$ cat src/hw/rtl/gtsp_pkg.sv
// Shared types and constants for the packet tag stream parser.
// No dependencies; used by gif_tag_stream_parser_core.

package gtsp_pkg;

   typedef enum logic [1:0] {
      PH_TAG   = 2'd0,
      PH_DATA  = 2'd1,
      PH_DRAIN = 2'd2
   } phase_type;

   typedef logic [1:0] mode_type;

   localparam mode_type MODE_LIST  = 2'd0;
   localparam mode_type MODE_ONE   = 2'd1;
   localparam mode_type MODE_IMAGE = 2'd2;
   localparam mode_type MODE_SKIP  = 2'd3;

   localparam int WORD_W  = 64;
   localparam int LEFT_W  = 21;
   localparam int NLOOP_W = 15;
   localparam int NREG_W  = 6;
   localparam int LIST_W  = 36;
   localparam int ADDR_W  = 7;

   localparam logic KIND_WRITE = 1'b0;
   localparam logic KIND_IMAGE = 1'b1;

endpackage

$ cat src/hw/rtl/gif_tag_stream_parser_core.sv
// Top level of the packet tag stream parser: input register, section state
// and a result register that steps through the writes of one word.
// Depends on gtsp_pkg.
//
//   channel | direction | fields
//   req     | in        | req_word[63:0], req_packet_end
//   rsp     | out       | rsp_kind, rsp_reg_addr[6:0], rsp_payload[63:0], rsp_last
//
// A word is taken every cycle while the result register is free. Tag words,
// ignored words and words of a skipping section give no result. A data word
// gives one result, or min(register count, MAX_LIST_REGS) results in list mode,
// sent one per cycle from the result register while rsp_ready is high; that
// count sets the rate. One input word waits in the input register while results stall.
// Synchronous reset returns the parser to expecting a tag with no output.

module gif_tag_stream_parser_core #(
   parameter int MAX_LIST_REGS = 16
) (
   input  logic        clock,
   input  logic        reset,
   input  logic        req_valid,
   output logic        req_ready,
   input  logic [63:0] req_word,
   input  logic        req_packet_end,
   output logic        rsp_valid,
   input  logic        rsp_ready,
   output logic        rsp_kind,
   output logic [6:0]  rsp_reg_addr,
   output logic [63:0] rsp_payload,
   output logic        rsp_last
);

   localparam int IdxW = (MAX_LIST_REGS > 1) ? $clog2(MAX_LIST_REGS) : 1;

   // Input register.
   logic                        in_valid_ff, in_valid_in;
   logic [gtsp_pkg::WORD_W-1:0] in_word_ff,  in_word_in;
   logic                        in_end_ff,   in_end_in;

   // Section state.
   gtsp_pkg::phase_type         phase_ff, phase_in;
   logic [gtsp_pkg::LEFT_W-1:0] words_left_ff, words_left_in;
   gtsp_pkg::mode_type          mode_ff, mode_in;
   logic [gtsp_pkg::NREG_W-1:0] reg_count_ff, reg_count_in;
   logic [gtsp_pkg::LIST_W-1:0] reg_list_ff, reg_list_in;
   logic                        end_pending_ff, end_pending_in;

   // Result register.
   logic                        emit_valid_ff, emit_valid_in;
   logic                        emit_kind_ff, emit_kind_in;
   logic                        emit_use_list_ff, emit_use_list_in;
   logic [gtsp_pkg::ADDR_W-1:0] emit_addr_ff, emit_addr_in;
   logic [gtsp_pkg::WORD_W-1:0] emit_word_ff, emit_word_in;
   logic [gtsp_pkg::LIST_W-1:0] emit_list_ff, emit_list_in;
   logic [IdxW-1:0]             emit_idx_ff, emit_idx_in;
   logic [IdxW-1:0]             emit_last_idx_ff, emit_last_idx_in;

   logic emit_is_last, emit_done, emit_free, load;
   logic [gtsp_pkg::WORD_W-1:0]  list_ext;
   logic [3:0]                   list_nibble;

   logic [gtsp_pkg::NLOOP_W-1:0] tag_nloop;
   logic [gtsp_pkg::NREG_W-1:0]  tag_nreg;
   gtsp_pkg::mode_type           tag_mode;
   logic [gtsp_pkg::LEFT_W-1:0]  tag_len;
   logic [gtsp_pkg::LEFT_W-1:0]  left_dec;
   logic [gtsp_pkg::NREG_W-1:0]  clamp_cnt;

   assign emit_is_last = (emit_idx_ff == emit_last_idx_ff);
   assign emit_done    = emit_valid_ff && rsp_ready && emit_is_last;
   assign emit_free    = !emit_valid_ff || emit_done;
   assign load         = in_valid_ff && emit_free;
   assign req_ready    = !in_valid_ff || load;

   // Nibbles past the ninth list entry fall into the zero padding.
   assign list_ext    = {{(gtsp_pkg::WORD_W - gtsp_pkg::LIST_W){1'b0}}, emit_list_ff};
   assign list_nibble = list_ext[{emit_idx_ff, 2'b00} +: 4];

   assign rsp_valid    = emit_valid_ff;
   assign rsp_kind     = emit_kind_ff;
   assign rsp_payload  = emit_word_ff;
   assign rsp_last     = emit_is_last;
   assign rsp_reg_addr = emit_use_list_ff ? {3'b000, list_nibble} : emit_addr_ff;

   // Tag decode.
   assign tag_nloop = in_word_ff[14:0];
   assign tag_nreg  = (in_word_ff[23:18] == '0) ? 6'd1 : in_word_ff[23:18];
   assign tag_mode  = in_word_ff[17:16];
   assign tag_len   = (tag_mode == gtsp_pkg::MODE_IMAGE)
                      ? gtsp_pkg::LEFT_W'(tag_nloop) * gtsp_pkg::LEFT_W'(tag_nreg)
                      : gtsp_pkg::LEFT_W'(tag_nloop);
   assign left_dec  = (words_left_ff != '0) ? words_left_ff - 1'b1 : words_left_ff;
   assign clamp_cnt = (reg_count_ff > 6'(MAX_LIST_REGS)) ? 6'(MAX_LIST_REGS)
                                                          : reg_count_ff;

   always_ff @(posedge clock) begin
      if (reset) begin
         in_valid_ff    <= 1'b0;
         emit_valid_ff  <= 1'b0;
         phase_ff       <= gtsp_pkg::PH_TAG;
         words_left_ff  <= '0;
         mode_ff        <= gtsp_pkg::MODE_LIST;
         reg_count_ff   <= '0;
         reg_list_ff    <= '0;
         end_pending_ff <= 1'b0;
      end else begin
         in_valid_ff    <= in_valid_in;
         emit_valid_ff  <= emit_valid_in;
         phase_ff       <= phase_in;
         words_left_ff  <= words_left_in;
         mode_ff        <= mode_in;
         reg_count_ff   <= reg_count_in;
         reg_list_ff    <= reg_list_in;
         end_pending_ff <= end_pending_in;
      end
      in_word_ff       <= in_word_in;
      in_end_ff        <= in_end_in;
      emit_kind_ff     <= emit_kind_in;
      emit_use_list_ff <= emit_use_list_in;
      emit_addr_ff     <= emit_addr_in;
      emit_word_ff     <= emit_word_in;
      emit_list_ff     <= emit_list_in;
      emit_idx_ff      <= emit_idx_in;
      emit_last_idx_ff <= emit_last_idx_in;
   end

   // Input register.
   always_comb begin
      in_valid_in = in_valid_ff;
      in_word_in  = in_word_ff;
      in_end_in   = in_end_ff;
      if (req_valid && req_ready) begin
         in_valid_in = 1'b1;
         in_word_in  = req_word;
         in_end_in   = req_packet_end;
      end else if (load) begin
         in_valid_in = 1'b0;
      end
   end

   // Section state machine and result register load.
   always_comb begin
      phase_in         = phase_ff;
      words_left_in    = words_left_ff;
      mode_in          = mode_ff;
      reg_count_in     = reg_count_ff;
      reg_list_in      = reg_list_ff;
      end_pending_in   = end_pending_ff;
      emit_valid_in    = emit_valid_ff;
      emit_kind_in     = emit_kind_ff;
      emit_use_list_in = emit_use_list_ff;
      emit_addr_in     = emit_addr_ff;
      emit_word_in     = emit_word_ff;
      emit_list_in     = emit_list_ff;
      emit_idx_in      = emit_idx_ff;
      emit_last_idx_in = emit_last_idx_ff;

      if (emit_valid_ff && rsp_ready) begin
         if (emit_is_last) begin
            emit_valid_in = 1'b0;
         end else begin
            emit_idx_in = emit_idx_ff + 1'b1;
         end
      end

      if (load) begin
         unique case (phase_ff)
            gtsp_pkg::PH_DATA: begin
               emit_word_in     = in_word_ff;
               emit_list_in     = reg_list_ff;
               emit_idx_in      = '0;
               emit_last_idx_in = '0;
               emit_kind_in     = gtsp_pkg::KIND_WRITE;
               emit_use_list_in = 1'b0;
               emit_addr_in     = '0;
               case (mode_ff)
                  gtsp_pkg::MODE_LIST: begin
                     emit_valid_in    = 1'b1;
                     emit_use_list_in = 1'b1;
                     emit_last_idx_in = IdxW'(clamp_cnt - 6'd1);
                  end
                  gtsp_pkg::MODE_ONE: begin
                     emit_valid_in = 1'b1;
                     emit_addr_in  = in_word_ff[6:0];
                  end
                  gtsp_pkg::MODE_IMAGE: begin
                     emit_valid_in = 1'b1;
                     emit_kind_in  = gtsp_pkg::KIND_IMAGE;
                  end
                  default: begin
                     emit_valid_in = 1'b0;
                  end
               endcase
               words_left_in = left_dec;
               if (left_dec == '0) begin
                  phase_in = end_pending_ff ? gtsp_pkg::PH_DRAIN : gtsp_pkg::PH_TAG;
               end
            end
            gtsp_pkg::PH_DRAIN: begin
               emit_valid_in = 1'b0;
            end
            default: begin
               // Expecting a tag; an unused phase code behaves the same.
               emit_valid_in  = 1'b0;
               end_pending_in = in_word_ff[15];
               mode_in        = tag_mode;
               reg_count_in   = tag_nreg;
               reg_list_in    = in_word_ff[63:28];
               words_left_in  = tag_len;
               if (tag_len == '0) begin
                  phase_in = in_word_ff[15] ? gtsp_pkg::PH_DRAIN : gtsp_pkg::PH_TAG;
               end else begin
                  phase_in = gtsp_pkg::PH_DATA;
               end
            end
         endcase

         if (in_end_ff) begin
            phase_in       = gtsp_pkg::PH_TAG;
            end_pending_in = 1'b0;
            words_left_in  = '0;
         end
      end
   end

   a_image_single: assert property (@(posedge clock) disable iff (reset)
      rsp_valid && (rsp_kind == gtsp_pkg::KIND_IMAGE) |-> rsp_last && (rsp_reg_addr == '0))
      else $error("image data transaction is not a single result with address zero");

   a_idx_bound: assert property (@(posedge clock) disable iff (reset)
      emit_valid_ff |-> (emit_idx_ff <= emit_last_idx_ff))
      else $error("result index ran past the last write of the word");

   a_packet_end: assert property (@(posedge clock) disable iff (reset)
      load && in_end_ff |=> (phase_ff == gtsp_pkg::PH_TAG) && !end_pending_ff
                            && (words_left_ff == '0))
      else $error("packet end did not return the parser to expecting a tag");

   a_no_load_busy: assert property (@(posedge clock) disable iff (reset)
      emit_valid_ff && !rsp_ready |-> !load)
      else $error("new word loaded while a result transaction was stalled");

endmodule

$ cat config.mk
export PLATFORM = sky130hd
export DESIGN_NAME = gif_tag_stream_parser_core
export DESIGN_NICKNAME = d
export VERILOG_FILES = /design/src/hw/rtl/gtsp_pkg.sv /design/src/hw/rtl/gif_tag_stream_parser_core.sv
export SDC_FILE = /design/constraint.sdc
export NUM_CORES = 1
export LEC_CHECK = 0
export ABC_CLOCK_PERIOD_IN_PS = 8700
export BUFFER_PORTS_ARGS = -buffer_cell sky130_fd_sc_hd__buf_4
export CAP_MARGIN = 20
export CORE_UTILIZATION = 65
export CTS_BUF_LIST = sky130_fd_sc_hd__clkbuf_8
export CTS_CLUSTER_SIZE = 30
export DETAILED_ROUTE_END_ITERATION = 10
export PLACE_DENSITY = 0.95
export SLEW_MARGIN = 20
export SYNTH_ARGS = -nofsm -noshare
export SYNTH_HDL_FRONTEND = slang
export SYNTH_SLANG_ARGS = --single-unit
export TNS_END_PERCENT = 30
$ cat constraint.sdc
create_clock -name clock -period 8.7 [get_ports clock]
set_input_delay 2.175 -clock clock [delete_from_list [all_inputs] [get_ports clock]]
set_output_delay 2.175 -clock clock [all_outputs]
set_load 0.01 [all_outputs]
=== Word level (Yosys, flattened, before mapping) ===
Index checks and enable logic that the tools add are counted.

* Register bits: 252
* Bits in latches: 0
* RAM bits: 0
* Bits in read-only memories: 0
* Word-level logic and storage cells: 85
* Memories kept: 0

* $add $sub $neg: 3
* Multipliers: 1
* Div/mod/pow operators: 0
* $lt $le $gt $ge: 1
* Equality and inequality tests: 9
* Shifts and indexed selects: 1
* Muxes and demuxes: 28
* Bitwise operators: 1
* Reductions and logical operators: 24

{| class="wikitable"
|+ Operators by type and width
! kind !! count
|-
| $shiftx 64x7->4 || 1
|-
| $mux 21 || 3
|-
| $logic_not 21->1 || 2
|-
| $pmux 21 s2 || 1
|-
| $mul 15x6->21 || 1
|-
| $reduce_bool 21->1 || 1
|-
| $sub 21x1->21 const B || 1
|-
| $mux 4 || 5
|-
| $mux 1 || 11
|-
| $mux 2 || 5
|-
| $reduce_and 2->1 || 5
|-
| $mux 7 || 1
|-
| $eq 2x2->1 const B || 3
|-
| $gt 6x5->1 const B || 1
|-
| $logic_not 6->1 || 1
|-
| $mux 6 || 1
|-
| $reduce_bool 2->1 || 3
|-
| $add 4x1->4 const B || 1
|-
| $eq 2x1->1 const B || 2
|-
| $eq 4x4->1 || 1
|-
| $logic_and 1x1->1 || 4
|-
| $pmux 2 s2 || 1
|-
| $sub 4x1->4 const B || 1
|-
| $ne 3x3->1 const B || 1
|-
| 9 further kinds || 11
|}

=== Logic depth before layout (Yosys ltp) ===
* Word-level depth: 8
* Depth in mapped cells: 20

=== Least setup slack after synthesis ===
Ideal clock, no wire load.

* Path kind: input to register
* Start: input rsp_ready
* End: register emit_addr_ff[0] (netlist bit), enable pin
* Arrival: 5.735 ns
* Data required time: 8.183 ns
* Path slack: 2.448 ns
* Cell stages on the path: 4
* Cells stage by stage: inv_1 > o21ai_2 > and3_1 > clkbuf_1

* Longest elaborated chain between the ends: 5

{| class="wikitable"
|+ Ends and longest elaborated chain
! what !! line !! RTL
|-
| start: declaration || gif_tag_stream_parser_core.sv:26 || <nowiki>input logic rsp_ready,</nowiki>
|-
| $logic_and 1x1->1 (2 in a row) || gif_tag_stream_parser_core.sv:70 || <nowiki>assign emit_done = emit_valid_ff && rsp_ready && emit_is_last;</nowiki>
|-
| $logic_or 1x1->1 || gif_tag_stream_parser_core.sv:71 || <nowiki>assign emit_free = !emit_valid_ff || emit_done;</nowiki>
|-
| $logic_and 1x1->1 || gif_tag_stream_parser_core.sv:72 || <nowiki>assign load = in_valid_ff && emit_free;</nowiki>
|-
| $reduce_and 2->1 (no line) || -- ||
|-
| end signal: assignment || gif_tag_stream_parser_core.sv:120 || <nowiki>emit_addr_ff <= emit_addr_in;</nowiki>
|-
| end: declaration || gif_tag_stream_parser_core.sv:52 || <nowiki>logic [gtsp_pkg::ADDR_W-1:0] emit_addr_ff, emit_addr_in;</nowiki>
|}

No other way between the ends.
A chain may end at the register's enable or synchronous reset.

=== Final worst setup path ===
* Start: register in_word_ff[21] (netlist bit)
* End: register phase_ff[0]

* Longest elaborated chain between the ends: 8

{| class="wikitable"
|+ Ends and longest elaborated chain
! what !! line !! RTL
|-
| start: declaration || gif_tag_stream_parser_core.sv:37 || <nowiki>logic [gtsp_pkg::WORD_W-1:0] in_word_ff, in_word_in;</nowiki>
|-
| start signal: assignment || gif_tag_stream_parser_core.sv:116 || <nowiki>in_word_ff <= in_word_in;</nowiki>
|-
| $logic_not 6->1 || gif_tag_stream_parser_core.sv:87 || <nowiki>assign tag_nreg = (in_word_ff[23:18] == '0) ? 6'd1 : in_word_ff[23:18];</nowiki>
|-
| $mux 6 * || gif_tag_stream_parser_core.sv:87 ||
|-
| $mul 15x6->21 * || gif_tag_stream_parser_core.sv:90 || <nowiki>? gtsp_pkg::LEFT_W'(tag_nloop) * gtsp_pkg::LEFT_W'(tag_nreg)</nowiki>
|-
| $mux 21 * || gif_tag_stream_parser_core.sv:90 ||
|-
| $logic_not 21->1 * || gif_tag_stream_parser_core.sv:210 || <nowiki>if (tag_len == '0) begin</nowiki>
|-
| $mux 2 * || gif_tag_stream_parser_core.sv:210 ||
|-
| $pmux 2 s2 * || gif_tag_stream_parser_core.sv:167 || <nowiki>unique case (phase_ff)</nowiki>
|-
| $mux 2 * || gif_tag_stream_parser_core.sv:218 || <nowiki>if (in_end_ff) begin</nowiki>
|-
| end signal: assignment || gif_tag_stream_parser_core.sv:100 || <nowiki>phase_ff <= gtsp_pkg::PH_TAG;</nowiki>
|-
| end signal: assignment || gif_tag_stream_parser_core.sv:109 || <nowiki>phase_ff <= phase_in;</nowiki>
|-
| end: declaration || gif_tag_stream_parser_core.sv:41 || <nowiki>gtsp_pkg::phase_type phase_ff, phase_in;</nowiki>
|}

Mark *: on every way between the ends. The rest lies on a longest branch, timed or not.

==> impl_metrics.ini <==
[min_path]
hp-class = flip-flop to flip-flop
hold_start = reg_list_ff[32]$_SDFFE_PP0P_

[power_and_ir_drop]
powerDensity_nw_per_um2 = 229
leakagePower_nw = 5.67
ir_drop_mv = 0.169

[placed_design]
gp_congestion = 0.904
io_buffers = 143
post-place-cells = 1432
hpwl_mm = 20.7
place_ws_ps = 2600

[floorplan]
rows = 50
dieArea_um2 = 19800
coreArea_um2 = 18800
ioPinCount = 144
start_util_pct = 66.5
die_x_um = 141
die_h_um = 141

[worst_setup_path]
worst-setup-path-type = flip-flop to flip-flop
reg2reg_from = in_word_ff[21]$_DFFE_PP_
cp.arrival_ps = 6790
crit_fanout = 18
r2r_setup_slack_ps = 2350
crit_required_ps = 9140
cp-start-kind = flip-flop
cp-end-kind = flip-flop
crit_start = in_word_ff[21]$_DFFE_PP_

[clocking]
cts_resized = 0
cts_buffers = 40
insertion_delay_ps = 560
clockBufferDepth = 3
cts_tree = done
htree_levels = 2
cts_setup_buffers = 0
cts_root_buf = clkbuf_8
clk_pin_slew_ps = 60
cts.sinks = 252
cts_hold_buffers = 0

[logic_synthesis]
netlist_top_cells_count = nand2_1 (205), edfxtp_1 (178), a21oi_1 (90), dfxtp_1 (74), inv_1 (64)
netlist_area_um2 = 12500
ys_types = 72
netlist.top_cell.by_area = edfxtp_1
syn_inst = 1109
synth_seq_cells = 252
synthTopCellsByArea = edfxtp_1 (43%), dfxtp_1 (12%), fa_1 (8.5%), nand2_1 (6.2%), a21oi_1 (3.6%)
synth_edf_count = 178
ys.flop_type = edfxtp_1
syn_nets = 1266
syn_area_per_cell_um2 = 11.3
yosysWarnings = 0
ys_async_sr_fraction_pct = 0
synth_top_area_share_pct = 42.8
ys_seq_area_share_pct = 54.7
yosysMostFrequentCell = nand2_1

[sta]
maxSlewViolCount = 0
min_period_ps = 6350
fmax_mhz = 157
setup_slack_ps = 2350
tns_ps = 0
worst_slew_pin_slew_ps = 1050
finClkSkew_ps = 31.6
fin_crit_sh_pct = 73.0
maxSlewHeadroom_pct = 30.2
hold_slack_ps = 420
grt_setup_unrepaired = false
finalSetupViolations = 0
hold_viol = 0

[final_layout]
final_nets = 1397
final_cells = 1506
final_util_pct = 77.0
drive_gt1_share_pct = 18.3
syn2layout_area_growth_pct = 15.8
antennaDiodeCount = 0

[grt]
grt_max_degree = 72
grt_pass1_wl_mm = 50.3
grt_pass1_vias = 9548
antenna_found_initial = 0
grt.overflow.total = 0
grt_usage_pct = 33.2

[run_status]
status = finished clean

[detailed_routing]
wirelength_mm = 32.3
drt-pass1-iter-count = 8
first_iter_violations = 1113
vias = 9596
viasPerCell = 6.37
drc = 0
avgRoutedWirePerCell_um = 21.4
ant_nets = 0

[job]
maxCapViolCount = 0
worst paths after layout:
kind / cells after the start / end
hold / removal: 0 / emit_list_ff[32]$_DFFE_PP_
setup / recovery: 18 / phase_ff[0]$_SDFFE_PP0P_
hold reg to reg: 0 / emit_list_ff[32]$_DFFE_PP_
setup reg to reg: 18 / phase_ff[0]$_SDFFE_PP0P_
critical path, stage by stage, from the launching register on:
cell       delay (ps)
edfxtp_1          640
or4_1             620
o21bai_2          650
and2_1            260
fa_1              440
fa_1              580
inv_1              60
fa_1              470
inv_1              40
ha_1              390
nand3_1           190
o2111ai_1         330
a41oi_1           240
o21ai_0           350
a311oi_1          170
xnor2_1           240
o21a_1            140
o2111ai_1         130
a32o_1            300
where the power goes:
part	switching, mW	internal [mW]
Sequential	0.0774	1.33
Combinational	0.531	0.372
Clock	0.484	0.513
Total	1.09	2.22
kinds of logic (layout without fill, tap and decap cells):
group                      Yosys count  after routing  share of synthesized area (%)
AOI/OAI and AO/OA                  193            193                           9.53
and+or+nand+nor                    405            405                           15.4
muxes                               24             24                           2.77
buffers and inverters              123            286                           3.91
adders and majority gates           89             89                           12.1
xor gates and xnor gates            23             23                           1.61
DFF                                252            252                           54.7
layout make-up:
| cell class | instances | area [µm²] |
|---|---|---|
| clock buffer | 45 | 619 |
| clock inverter | 29 | 175 |
| fill | 1050 | 4310 |
| inverter | 64 | 240 |
| multi-input combinational | 734 | 5190 |
| sequential | 252 | 6830 |
| tap | 234 | 293 |
| timing repair buffer | 148 | 1110 |
registers in the layout (all words and copies together), names as in the netlist:
| name | cells |
|---|---|
| reg_count_ff | 6 |
| mode_ff | 2 |
| in_end_ff | 1 |
| emit_idx_ff | 4 |
| rsp_valid | 1 |
| phase_ff | 2 |
| words_left_ff | 21 |
| emit_list_ff | 36 |
| emit_use_list_ff | 1 |
| end_pending_ff | 1 |
| rsp_payload | 64 |
| in_valid_ff | 1 |
| emit_addr_ff | 7 |
| in_word_ff | 64 |
| emit_last_idx_ff | 4 |
| reg_list_ff | 36 |
| rsp_kind | 1 |
per-layer routing:
layer	part of all wire, %	wire length [µm]	global-route usage, %	vias to the layer above
met2	48	15600	55.6	701
met1	37	11900	41.8	4581
li1	-	-	-	4170
met4	4.9	1570	16.4	0
met5	0	0	0	-
met3	10	3240	6.42	144
cell usage in the layout, fill, tap and decap left out, types with 4 or more instances in the layout:
cell      count
dfxtp_1      74
nor2_1       59
nand3_1      17
a21o_1        6
nand2b_1      6
ha_1         35
and3_1        6
mux2i_1      15
edfxtp_1    178
a211oi_1      9
fa_1         53
mux4_2        8
nand4_1      11
inv_1        78
o211ai_1      4
nor3_1       11
and2_1       35
or3_1         5
buf_4       148
xnor2_1      15
nor4_1       11
nand2_1     205
o21a_1        4
clkbuf_8     45
o21ai_0      31
xor2_1        8
clkinv_2      8
a21oi_1      89
nor2b_1      10
a22oi_1      11
per-stage QoR:
stage / total power [mW] / area [µm²]
detailed placement: 2.29 / 13700
global placement: 2.24 / 13700
finish: 3.31 / 14500
CTS: 3.29 / 14500
global route: 3.46 / 14500
floorplan: 2.07 / 12500
No activity file was read; power rests on OpenSTA's default activity.
